File: config.mk
export PLATFORM = sky130hd
export DESIGN_NAME = stepper_step_generator_homing
export DESIGN_NICKNAME = d
export VERILOG_FILES = /design/src/sv/ssg_pkg.sv /design/src/sv/stepper_step_generator_homing.sv
export SDC_FILE = /design/constraint.sdc
export NUM_CORES = 1
export LEC_CHECK = 0
export ABC_CLOCK_PERIOD_IN_PS = 13070
export BUFFER_PORTS_ARGS = -buffer_cell sky130_fd_sc_hd__buf_4
export CAP_MARGIN = 20
export CORE_ASPECT_RATIO = 0.5
export CORE_MARGIN = 5
export CORE_UTILIZATION = 35
export DETAILED_ROUTE_END_ITERATION = 7
export PLACE_DENSITY_LB_ADDON = 0.05
export SYNTH_ARGS = -nofsm -noshare
export SYNTH_HDL_FRONTEND = slang
export SYNTH_SLANG_ARGS = --single-unit
File: constraint.sdc
create_clock -name clk -period 13.07 [get_ports clk]
set_input_delay 2.614 -clock clk [delete_from_list [all_inputs] [get_ports clk]]
set_output_delay 2.614 -clock clk [all_outputs]
set_load 0.01 [all_outputs]
File: src/sv/ssg_pkg.sv
// Package for the stepper step generator with homing: command codes, register
// indexes, reset values and the one-hot motion state type with its status code.
// No dependencies.
`default_nettype none

package ssg_pkg;

	// Fixed widths of the channel fields and registers.
	localparam int KIND_W       = 3;
	localparam int STEPS_W      = 32;
	localparam int MODE_W       = 3;
	localparam int PERIOD_REG_W = 20;
	localparam int OFFSET_REG_W = 16;
	localparam int CFG_INDEX_W  = 2;
	localparam int CFG_DATA_W   = 32;

	// Default sizes of the internal counters.
	localparam int DEF_COUNT_WIDTH  = 32;
	localparam int DEF_PERIOD_WIDTH = 20;

	// Register reset values.
	localparam logic [PERIOD_REG_W-1:0] STEP_PERIOD_RST = PERIOD_REG_W'(1000);
	localparam logic [OFFSET_REG_W-1:0] HOME_OFFSET_RST = OFFSET_REG_W'(100);

	// Register indexes.
	localparam logic [CFG_INDEX_W-1:0] REG_STEP_PERIOD = CFG_INDEX_W'(0);
	localparam logic [CFG_INDEX_W-1:0] REG_HOME_OFFSET = CFG_INDEX_W'(1);

	// Command codes.
	localparam logic [KIND_W-1:0] KIND_TICK      = 3'd0;
	localparam logic [KIND_W-1:0] KIND_MOVE      = 3'd1;
	localparam logic [KIND_W-1:0] KIND_CONTINUOUS = 3'd2;
	localparam logic [KIND_W-1:0] KIND_HOME      = 3'd3;
	localparam logic [KIND_W-1:0] KIND_STOP      = 3'd4;

	// Status codes reported on the mode field.
	localparam logic [MODE_W-1:0] MODE_IDLE    = 3'd0;
	localparam logic [MODE_W-1:0] MODE_MOVING  = 3'd1;
	localparam logic [MODE_W-1:0] MODE_SEEK    = 3'd2;
	localparam logic [MODE_W-1:0] MODE_OFFSET  = 3'd3;
	localparam logic [MODE_W-1:0] MODE_AT_HOME = 3'd4;

	typedef enum logic [4:0] {
		ST_IDLE   = 5'b00001,
		ST_MOVING = 5'b00010,
		ST_SEEK   = 5'b00100,
		ST_OFFSET = 5'b01000,
		ST_HOME   = 5'b10000
	} motion_t;

	// Maps the one-hot motion state to the status code on the result.
	function automatic logic [MODE_W-1:0] mode_code(input motion_t m);
		logic [MODE_W-1:0] c;
		case (m)
			ST_IDLE:   c = MODE_IDLE;
			ST_MOVING: c = MODE_MOVING;
			ST_SEEK:   c = MODE_SEEK;
			ST_OFFSET: c = MODE_OFFSET;
			ST_HOME:   c = MODE_AT_HOME;
			default:   c = MODE_IDLE;
		endcase
		return c;
	endfunction

endpackage

`default_nettype wire

File: src/sv/stepper_step_generator_homing.sv
// Top level of the stepper step generator with homing: input register, motion
// state update and result register. Depends on ssg_pkg.
`default_nettype none

// Channel | Direction | Handshake            | Beat carries
// --------+-----------+----------------------+-------------------------------------------
// in      | to block  | in_valid / in_ready  | kind, steps, direction, sensor_level
// out     | from block| out_valid / out_ready| step_pulse, dir_level, mode, homed,
//         |           |                      | homing_complete
// cfg     | to block  | cfg_valid / cfg_ready| cfg_index, cfg_data
//
// Every input beat gives exactly one result beat through the input register and the
// result register. One beat a cycle is sustained while the output side is ready: the
// input register and the result register each hold one beat and the motion state is
// updated in one pass. Reset clears the motion state and loads the register defaults
// (period 1000 ticks, home offset 100 steps). A stalled result register stalls the
// input register; the input side keeps taking beats as long as the input register
// can move on. Configuration writes are always taken in the cycle they are offered.

module stepper_step_generator_homing #(
	parameter int COUNT_WIDTH  = ssg_pkg::DEF_COUNT_WIDTH,
	parameter int PERIOD_WIDTH = ssg_pkg::DEF_PERIOD_WIDTH
) (
	input  wire                                  clk,
	input  wire                                  arst_n,
	// Input channel.
	input  wire                                  in_valid,
	output logic                                 in_ready,
	input  wire  [ssg_pkg::KIND_W-1:0]           kind,
	input  wire  [ssg_pkg::STEPS_W-1:0]          steps,
	input  wire                                  direction,
	input  wire                                  sensor_level,
	// Result channel.
	output logic                                 out_valid,
	input  wire                                  out_ready,
	output logic                                 step_pulse,
	output logic                                 dir_level,
	output logic [ssg_pkg::MODE_W-1:0]           mode,
	output logic                                 homed,
	output logic                                 homing_complete,
	// Configuration write channel.
	input  wire                                  cfg_valid,
	output logic                                 cfg_ready,
	input  wire  [ssg_pkg::CFG_INDEX_W-1:0]      cfg_index,
	input  wire  [ssg_pkg::CFG_DATA_W-1:0]       cfg_data
);

	// Largest goal the step counter can reach, as a 32-bit value for comparing
	// against the wider command fields.
	localparam logic [31:0] CNT_MAX32 = 32'((64'd1 << COUNT_WIDTH) - 64'd1);

	// Configuration registers.
	logic [ssg_pkg::PERIOD_REG_W-1:0] step_period_q;
	logic [ssg_pkg::OFFSET_REG_W-1:0] home_offset_q;

	// Input register.
	logic                          valid_s1;
	logic [ssg_pkg::KIND_W-1:0]    kind_s1;
	logic [ssg_pkg::STEPS_W-1:0]   steps_s1;
	logic                          direction_s1;
	logic                          sensor_level_s1;

	// Motion state.
	ssg_pkg::motion_t          motion_q, motion_n;
	logic [COUNT_WIDTH-1:0]    done_q, done_n;
	logic [COUNT_WIDTH-1:0]    goal_q, goal_n;
	logic                      endless_q, endless_n;
	logic [PERIOD_WIDTH-1:0]   tick_q, tick_n;
	logic                      dir_q, dir_n;
	logic                      homed_q, homed_n;
	logic                      pulse_n, complete_n;

	// Helpers for the update.
	logic                      proc;
	logic                      sensor_active;
	logic                      can_move;
	logic                      running;
	logic [31:0]               period_wide;
	logic [PERIOD_WIDTH-1:0]   period;
	logic [PERIOD_WIDTH-1:0]   tick_inc;
	logic                      tick_hit;
	logic [COUNT_WIDTH-1:0]    done_inc;
	logic [COUNT_WIDTH-1:0]    goal_move;
	logic [COUNT_WIDTH-1:0]    goal_home;
	logic [31:0]               offset_wide;

	assign cfg_ready = 1'b1;

	always_ff @(posedge clk or negedge arst_n) begin
		if (!arst_n) begin
			step_period_q <= ssg_pkg::STEP_PERIOD_RST;
			home_offset_q <= ssg_pkg::HOME_OFFSET_RST;
		end else if (cfg_valid) begin
			if (cfg_index == ssg_pkg::REG_STEP_PERIOD) begin
				step_period_q <= cfg_data[ssg_pkg::PERIOD_REG_W-1:0];
			end else if (cfg_index == ssg_pkg::REG_HOME_OFFSET) begin
				home_offset_q <= cfg_data[ssg_pkg::OFFSET_REG_W-1:0];
			end
		end
	end

	// The input register advances whenever the result register is free or is
	// being emptied in this cycle.
	assign proc     = valid_s1 && (!out_valid || out_ready);
	assign in_ready = !valid_s1 || proc;

	always_ff @(posedge clk or negedge arst_n) begin
		if (!arst_n) begin
			valid_s1 <= 1'b0;
		end else if (in_valid && in_ready) begin
			valid_s1 <= 1'b1;
		end else if (proc) begin
			valid_s1 <= 1'b0;
		end
	end

	always_ff @(posedge clk) begin
		if (in_valid && in_ready) begin
			kind_s1         <= kind;
			steps_s1        <= steps;
			direction_s1    <= direction;
			sensor_level_s1 <= sensor_level;
		end
	end

	// A zero period behaves as one tick; the tick counter wraps within its width,
	// and a wrap to zero also counts as reaching the period.
	assign period_wide   = {{(32 - ssg_pkg::PERIOD_REG_W){1'b0}}, step_period_q};
	assign period        = (period_wide[PERIOD_WIDTH-1:0] == '0) ?
	                       PERIOD_WIDTH'(1) : period_wide[PERIOD_WIDTH-1:0];
	assign tick_inc      = tick_q + PERIOD_WIDTH'(1);
	assign tick_hit      = (tick_inc >= period) || (tick_inc == '0);
	assign done_inc      = done_q + COUNT_WIDTH'(1);

	// Goals that do not fit the step counter saturate at its top value.
	assign offset_wide   = {{(32 - ssg_pkg::OFFSET_REG_W){1'b0}}, home_offset_q};
	assign goal_move     = (steps_s1 > CNT_MAX32) ? '1 : steps_s1[COUNT_WIDTH-1:0];
	assign goal_home     = (offset_wide > CNT_MAX32) ? '1 : offset_wide[COUNT_WIDTH-1:0];

	assign sensor_active = !sensor_level_s1;
	assign can_move      = (motion_q == ssg_pkg::ST_IDLE) || (motion_q == ssg_pkg::ST_HOME);
	assign running       = (motion_q == ssg_pkg::ST_MOVING) || (motion_q == ssg_pkg::ST_SEEK) ||
	                       (motion_q == ssg_pkg::ST_OFFSET);

	always_comb begin
		motion_n   = motion_q;
		done_n     = done_q;
		goal_n     = goal_q;
		endless_n  = endless_q;
		tick_n     = tick_q;
		dir_n      = dir_q;
		homed_n    = homed_q;
		pulse_n    = 1'b0;
		complete_n = 1'b0;
		case (kind_s1)
			ssg_pkg::KIND_TICK: begin
				if (running) begin
					if (tick_hit) begin
						tick_n  = '0;
						pulse_n = 1'b1;
						done_n  = done_inc;
						if (motion_q == ssg_pkg::ST_SEEK) begin
							// Sensor found after a seek step: turn clockwise and
							// start the offset move, or finish if there is none.
							if (sensor_active) begin
								dir_n     = 1'b0;
								done_n    = '0;
								goal_n    = goal_home;
								endless_n = 1'b0;
								if (goal_home == '0) begin
									motion_n   = ssg_pkg::ST_HOME;
									homed_n    = 1'b1;
									complete_n = 1'b1;
								end else begin
									motion_n = ssg_pkg::ST_OFFSET;
								end
							end
						end else if (motion_q == ssg_pkg::ST_OFFSET) begin
							if (done_inc >= goal_q) begin
								motion_n   = ssg_pkg::ST_HOME;
								homed_n    = 1'b1;
								complete_n = 1'b1;
							end
						end else if (!endless_q && (done_inc >= goal_q)) begin
							motion_n = ssg_pkg::ST_IDLE;
						end
					end else begin
						tick_n = tick_inc;
					end
				end
			end
			ssg_pkg::KIND_MOVE, ssg_pkg::KIND_CONTINUOUS: begin
				if (can_move) begin
					dir_n     = direction_s1;
					done_n    = '0;
					endless_n = (kind_s1 == ssg_pkg::KIND_CONTINUOUS);
					goal_n    = (kind_s1 == ssg_pkg::KIND_MOVE) ? goal_move : '0;
					tick_n    = '0;
					motion_n  = ssg_pkg::ST_MOVING;
				end
			end
			ssg_pkg::KIND_HOME: begin
				if (motion_q == ssg_pkg::ST_IDLE) begin
					homed_n   = 1'b0;
					done_n    = '0;
					tick_n    = '0;
					if (sensor_active) begin
						// Already in the groove: no seek, go straight to the offset.
						dir_n     = 1'b0;
						goal_n    = goal_home;
						endless_n = 1'b0;
						if (goal_home == '0) begin
							motion_n   = ssg_pkg::ST_HOME;
							homed_n    = 1'b1;
							complete_n = 1'b1;
						end else begin
							motion_n = ssg_pkg::ST_OFFSET;
						end
					end else begin
						dir_n     = 1'b1;
						goal_n    = '0;
						endless_n = 1'b1;
						motion_n  = ssg_pkg::ST_SEEK;
					end
				end
			end
			ssg_pkg::KIND_STOP: begin
				motion_n = ssg_pkg::ST_IDLE;
				tick_n   = '0;
			end
			default: begin
			end
		endcase
	end

	always_ff @(posedge clk or negedge arst_n) begin
		if (!arst_n) begin
			motion_q  <= ssg_pkg::ST_IDLE;
			done_q    <= '0;
			goal_q    <= '0;
			endless_q <= 1'b0;
			tick_q    <= '0;
			dir_q     <= 1'b0;
			homed_q   <= 1'b0;
		end else if (proc) begin
			motion_q  <= motion_n;
			done_q    <= done_n;
			goal_q    <= goal_n;
			endless_q <= endless_n;
			tick_q    <= tick_n;
			dir_q     <= dir_n;
			homed_q   <= homed_n;
		end
	end

	// Result register.
	always_ff @(posedge clk or negedge arst_n) begin
		if (!arst_n) begin
			out_valid <= 1'b0;
		end else if (proc) begin
			out_valid <= 1'b1;
		end else if (out_ready) begin
			out_valid <= 1'b0;
		end
	end

	always_ff @(posedge clk) begin
		if (proc) begin
			step_pulse      <= pulse_n;
			dir_level       <= dir_n;
			mode            <= ssg_pkg::mode_code(motion_n);
			homed           <= homed_n;
			homing_complete <= complete_n;
		end
	end

	// The input side only waits when both registers hold a beat.
	a_ready_stall: assert property (@(posedge clk) disable iff (!arst_n)
		!in_ready |-> (valid_s1 && out_valid && !out_ready))
		else $error("input stalled while a register was free");

	// A stop command always leaves the block idle.
	a_stop_idle: assert property (@(posedge clk) disable iff (!arst_n)
		(proc && kind_s1 == ssg_pkg::KIND_STOP) |=> (motion_q == ssg_pkg::ST_IDLE))
		else $error("stop did not return to idle");

	// Pulses come only from a tick while the motor runs.
	a_pulse_running: assert property (@(posedge clk) disable iff (!arst_n)
		(proc && !(running && kind_s1 == ssg_pkg::KIND_TICK)) |=> !step_pulse)
		else $error("step pulse without a running tick");

	// A finished homing reports homed and the at-home status together.
	a_complete_home: assert property (@(posedge clk) disable iff (!arst_n)
		(out_valid && homing_complete) |-> (homed && mode == ssg_pkg::MODE_AT_HOME))
		else $error("homing complete without at-home status");

	// The offset move is always a finite clockwise move.
	a_offset_finite: assert property (@(posedge clk) disable iff (!arst_n)
		(motion_q == ssg_pkg::ST_OFFSET) |-> (!endless_q && !dir_q))
		else $error("offset phase is endless or counter-clockwise");

endmodule

`default_nettype wire

# Word-level counts from Yosys, hierarchy flattened
# Cells that the tools add are included.
dict set report word_totals {
  reg_bits 174
  n_memories 0
  latch_bits 0
  ram_bits 0
  wordCells 150
  romBits 0
  inputBits 76
}
dict set report op_classes {
  bitwise 1
  multipliers 0
  reduce_logical 28
  mux 75
  eq_ne 20
  order_cmp 4
  shifts 0
  n_div 0
  addsub 2
}
# cell n
set ops {}
lappend ops {{32-bit 2-to-1 mux} 16}
lappend ops {{32-bit case mux with 3 select lines} 2}
lappend ops {{20-bit 2-to-1 mux} 5}
lappend ops {{20-bit case mux with 4 select lines} 1}
lappend ops {{5-bit 2-to-1 mux} 11}
lappend ops {{20-bit logical NOT} 2}
lappend ops {{1-bit 2-to-1 mux} 34}
lappend ops {{32-bit by 1-bit adder with 32-bit output (second input constant)} 1}
lappend ops {{32-bit greater-or-equal comparator} 1}
lappend ops {{16-bit by 32-bit > comparator with 1-bit output (second input constant)} 1}
lappend ops {{32-bit > comparator (second input constant)} 1}
lappend ops {{32-bit logical NOT} 1}
lappend ops {{20-bit by 1-bit adder with 20-bit output (second input constant)} 1}
lappend ops {{20-bit greater-or-equal comparator} 1}
lappend ops {{5-bit case mux with 4 select lines} 1}
lappend ops {{2-bit != test (second input constant)} 6}
lappend ops {{3-bit case mux with 4 select lines} 1}
lappend ops {{5-bit by 2-bit equality test with 1-bit output (second input constant)} 2}
lappend ops {{5-bit by 3-bit equality test with 1-bit output (second input constant)} 2}
lappend ops {{5-bit by 4-bit equality test with 1-bit output (second input constant)} 2}
lappend ops {{5-bit equality test (second input constant)} 2}
lappend ops {{8-bit AND reduction} 1}
lappend ops {{3-bit by 2-bit equality test with 1-bit output (second input constant)} 2}
lappend ops {{1-bit logical OR} 6}
lappend ops {{other kinds (19)} 27}

# Depth between registers and ports, before layout
dict set report logic_depth {
  ltp_word 11
  ltp_mapped 21
  mapped_depth_nobuf 19
}

# Worst setup path after synthesis
# OpenSTA, ideal clock, no wires.
dict set report synth_path {
  path_kind {input to output}
  start {in out_ready}
  end {out in_ready}
  path_buffers 0
  required_ps 10456
  arrival_time_ps 2823
  cell_stages 1
  setup_slack_ps 7633
  cell_sequence {nand3b_1}
}
dict set report synth_between {
  elab_chain_cells 3
}
# item line
set synth_lines {}
lappend synth_lines {{from (decl)} stepper_step_generator_homing.sv:35} ;# input wire out_ready,
lappend synth_lines {{1-bit logical OR} stepper_step_generator_homing.sv:104} ;# assign proc = valid_s1 && (!out_valid || out_ready);
lappend synth_lines {{1-bit logical AND} stepper_step_generator_homing.sv:104}
lappend synth_lines {{1-bit logical OR} stepper_step_generator_homing.sv:105} ;# assign in_ready = !valid_s1 || proc;
lappend synth_lines {{to (decl)} stepper_step_generator_homing.sv:28} ;# output logic in_ready,
# No other way between the ends.

# Final worst setup path
# Same ends and word-level chain as after synthesis.

==> results.py <==
metrics = {
    "logic_synthesis": {
        "synthCells": 1029,
        "ys_async_sr_fraction_pct": 74.7,
        "synth_seq_cells": 174,
        "synth_area_sq_um": 9710,
        "yosys_warnings": 0,
        "ys_types": 67,
        "synth_top_area_cell": "dfrtp_1",
        "avgSynthCellArea_sq_um": 9.43,
        "ys_top_cells_by_area": "dfrtp_1 (31%), edfxtp_1 (14%), ha_1 (7.0%)",
        "synth_flop_cell": "dfrtp_1",
        "yosysSeqAreaShare_pct": 47.3,
        "synthTopCellsByCount": "nand2_1 (137), o21ai_0 (124), dfrtp_1 (120)",
        "syn_nets": 1159,
        "synth-edff-count": 44,
        "yosysMostFrequentCell": "nand2_1",
        "synth_top_area_share_pct": 30.9,
    },
    "routing": {
        "drt_iter0_drc": 460,
        "drc": 0,
        "wl_per_cell_um": 17.0,
        "drt-vias-per-instance": 5.06,
        "drtAntennaViolNets": 0,
        "num_vias": 7422,
        "routed_wl_um": 24900,
        "drt_pass1_iterations": 5,
    },
    "grt": {
        "grt_pass1_vias": 7328,
        "grt_pass1_wl_um": 40900,
        "grt_max_degree": 86,
        "grt_remaining_overflow": 0,
        "grt_usage_pct": 16.5,
        "antenna_found_initial": 0,
    },
    "floorplanning": {
        "die_w_um": 246,
        "die_y_um": 128,
        "core_sq_um": 27500,
        "ios": 86,
        "start_util_pct": 35.3,
        "fp.dieArea_sq_um": 31400,
        "num_rows": 43,
    },
    "power": {
        "power.leakage_nw": 4.76,
        "powerDensity_nw_per_um2": 129,
        "max-vdd-ir-drop_mv": 0.105,
        "finalPower_mw": 1.44,
    },
    "sta": {
        "fmax_ghz": 0.176,
        "maxSlewHeadroom_pct": 37.0,
        "final-hold-violation-count": 0,
        "slew_viol_final": 0,
        "setup_viol": 0,
        "tns_ns": 0,
        "rsz0062_at_grt": "no",
        "whs_ns": 0.477,
        "worst-slew-pin-transition_ns": 0.938,
        "finClkSkew_ns": 0.0142,
        "finalCritPeriodShare_pct": 43.6,
        "period_needed_ns": 5.69,
    },
    "worst_setup_path": {
        "crit_chain": "buf_4 -> nand3b_1 -> buf_4",
        "path_class": "primary input to output port",
        "arrival_ns": 3.08,
        "critPathLaunchType": "primary input",
        "path_max_fanout": 3,
        "max_stage_delay_ns": 0.19,
        "worstPathRequired_ns": 10.46,
        "crit_slowest_cell": "nand3b_1",
        "crit_path_end_kind": "output port",
        "cp_common_cell": "buf_4",
    },
    "clock_network": {
        "root_buffer": "clkbuf_16",
        "post-cts-setup-buffers": 0,
        "cts_buffers": 17,
        "h-tree-depth": 4,
        "clock-sinks": 174,
        "cts_tree": "yes",
        "clkLatencyLatePin_ns": 0.45,
        "postCtsResizedCells": 0,
        "clockBufferDepth": 2,
        "cts-hold-fix-buffers": 0,
        "clk_pin_slew_ns": 0.06,
    },
    "worst_hold_path": {
        "hold_path.class": "register to register",
    },
    "finish": {
        "area_growth_pct": 15.0,
        "diodes": 0,
        "drive_gt1_share_pct": 14.6,
        "multi_input_area_sq_um": 4620,
        "seq_area_sq_um": 4590,
        "nets": 1201,
        "fillCellCount": 2736,
    },
    "job": {
        "drv_cap": 0,
    },
    "placement": {
        "hpwl_um": 18100,
        "portBuffers": 72,
        "gp_routability_congestion": 0.820,
    },
    "status": {
        "status": "finished, final reports clean",
    },
}
## layout make-up
class | instances | area share, %
multi-input cells | 728 | 41.4
flip-flops and latches | 174 | 41.1
repair buffers | 83 | 5.80
clock buffers | 23 | 4.52
well taps | 382 | 4.28
inverters | 67 | 2.25
clock inverters | 9 | 0.650
## worst max-delay path: cells and delay by family
family / cells / cell delay [ns]
simple gates: 1 / 0.19
buf+inv: 2 / 0.28
## through the flow
step,worst slack [ns],cells,cell area [sq um],utilization [%]
3_3_place_gp,6.92,1433,10600,38.4
5_1_grt,7.17,1466,11200,40.6
3_5_place_dp,6.92,1433,10600,38.4
2_1_floorplan,7.63,1029,9710,-
6_report,7.38,1466,11200,40.6
4_1_cts,7.38,1465,11100,40.5
## where the power goes
part           switching, mW  internal, mW
combinational          0.154         0.104
clock                  0.231         0.276
sequential            0.0477         0.630
## per-layer routing
metal,global-route usage [%],wire length (um)
met1,23.8,12600
met2,25.4,11300
met3,3.62,772
met4,4.46,290
met5,0,0
## worst paths after layout
kind                                        start  slack (ns)  cells past startpoint                endpoint
setup / recovery                        out_ready        7.38                      3                in_ready
hold / removal             goal_q[24]$_DFFE_PN0P_        0.48                      2  goal_q[24]$_DFFE_PN0P_
setup reg to reg            done_q[0]$_DFFE_PN0P_        7.51                     18       mode[0]$_DFFE_PP_
hold reg to reg            goal_q[24]$_DFFE_PN0P_        0.48                      2  goal_q[24]$_DFFE_PN0P_
max in group asynchronous                  arst_n        9.59                      2  done_q[15]$_DFFE_PN0P_
min in group asynchronous                  arst_n        2.23                      1  tick_q[17]$_DFFE_PN0P_
## flip-flops by register name (all words and copies together), names as in the netlist, 3 cells and up
signal,count
mode,3
kind_s1,3
step_period_q,20
done_q,32
steps_s1,32
goal_q,32
tick_q,20
motion_q,5
home_offset_q,16
## logic make-up (layout without fill, tap and decap cells)
logic type	after synthesis	after routing	share of synthesized area, %
fa+ha+maj	54	54	6.96
xor+xnor	51	51	4.60
compound gates	261	261	16.3
simple gates	343	343	17.5
mux	18	18	2.08
buf+inv	127	182	5.29
flops	174	174	47.3
other cells	1	1	0.0386
## layout by cell type (no fill, tap or decap), drive strengths merged, types with 6 or more instances in the layout
master  synthesis  layout
o21ai         128     128
nor4           16      16
buf            19      83
nand4          29      29
nor2b          11      11
nor3           13      13
xnor2          30      30
inv            66      69
and3            9       9
clkbuf         41      23
nor2           51      51
or3             6       6
ha             54      54
nand2b         27      27
o41ai           7       7
dfrtp         120     120
dfstp          10      10
edfxtp         44      44
a221oi         19      19
o211ai          9       9
a211oi          8       8
o31ai          15      15
nand2         137     137
a21oi          48      48
nand3          25      25
xor2           21      21
mux2           17      17
(Power assumes the default switching activity.)
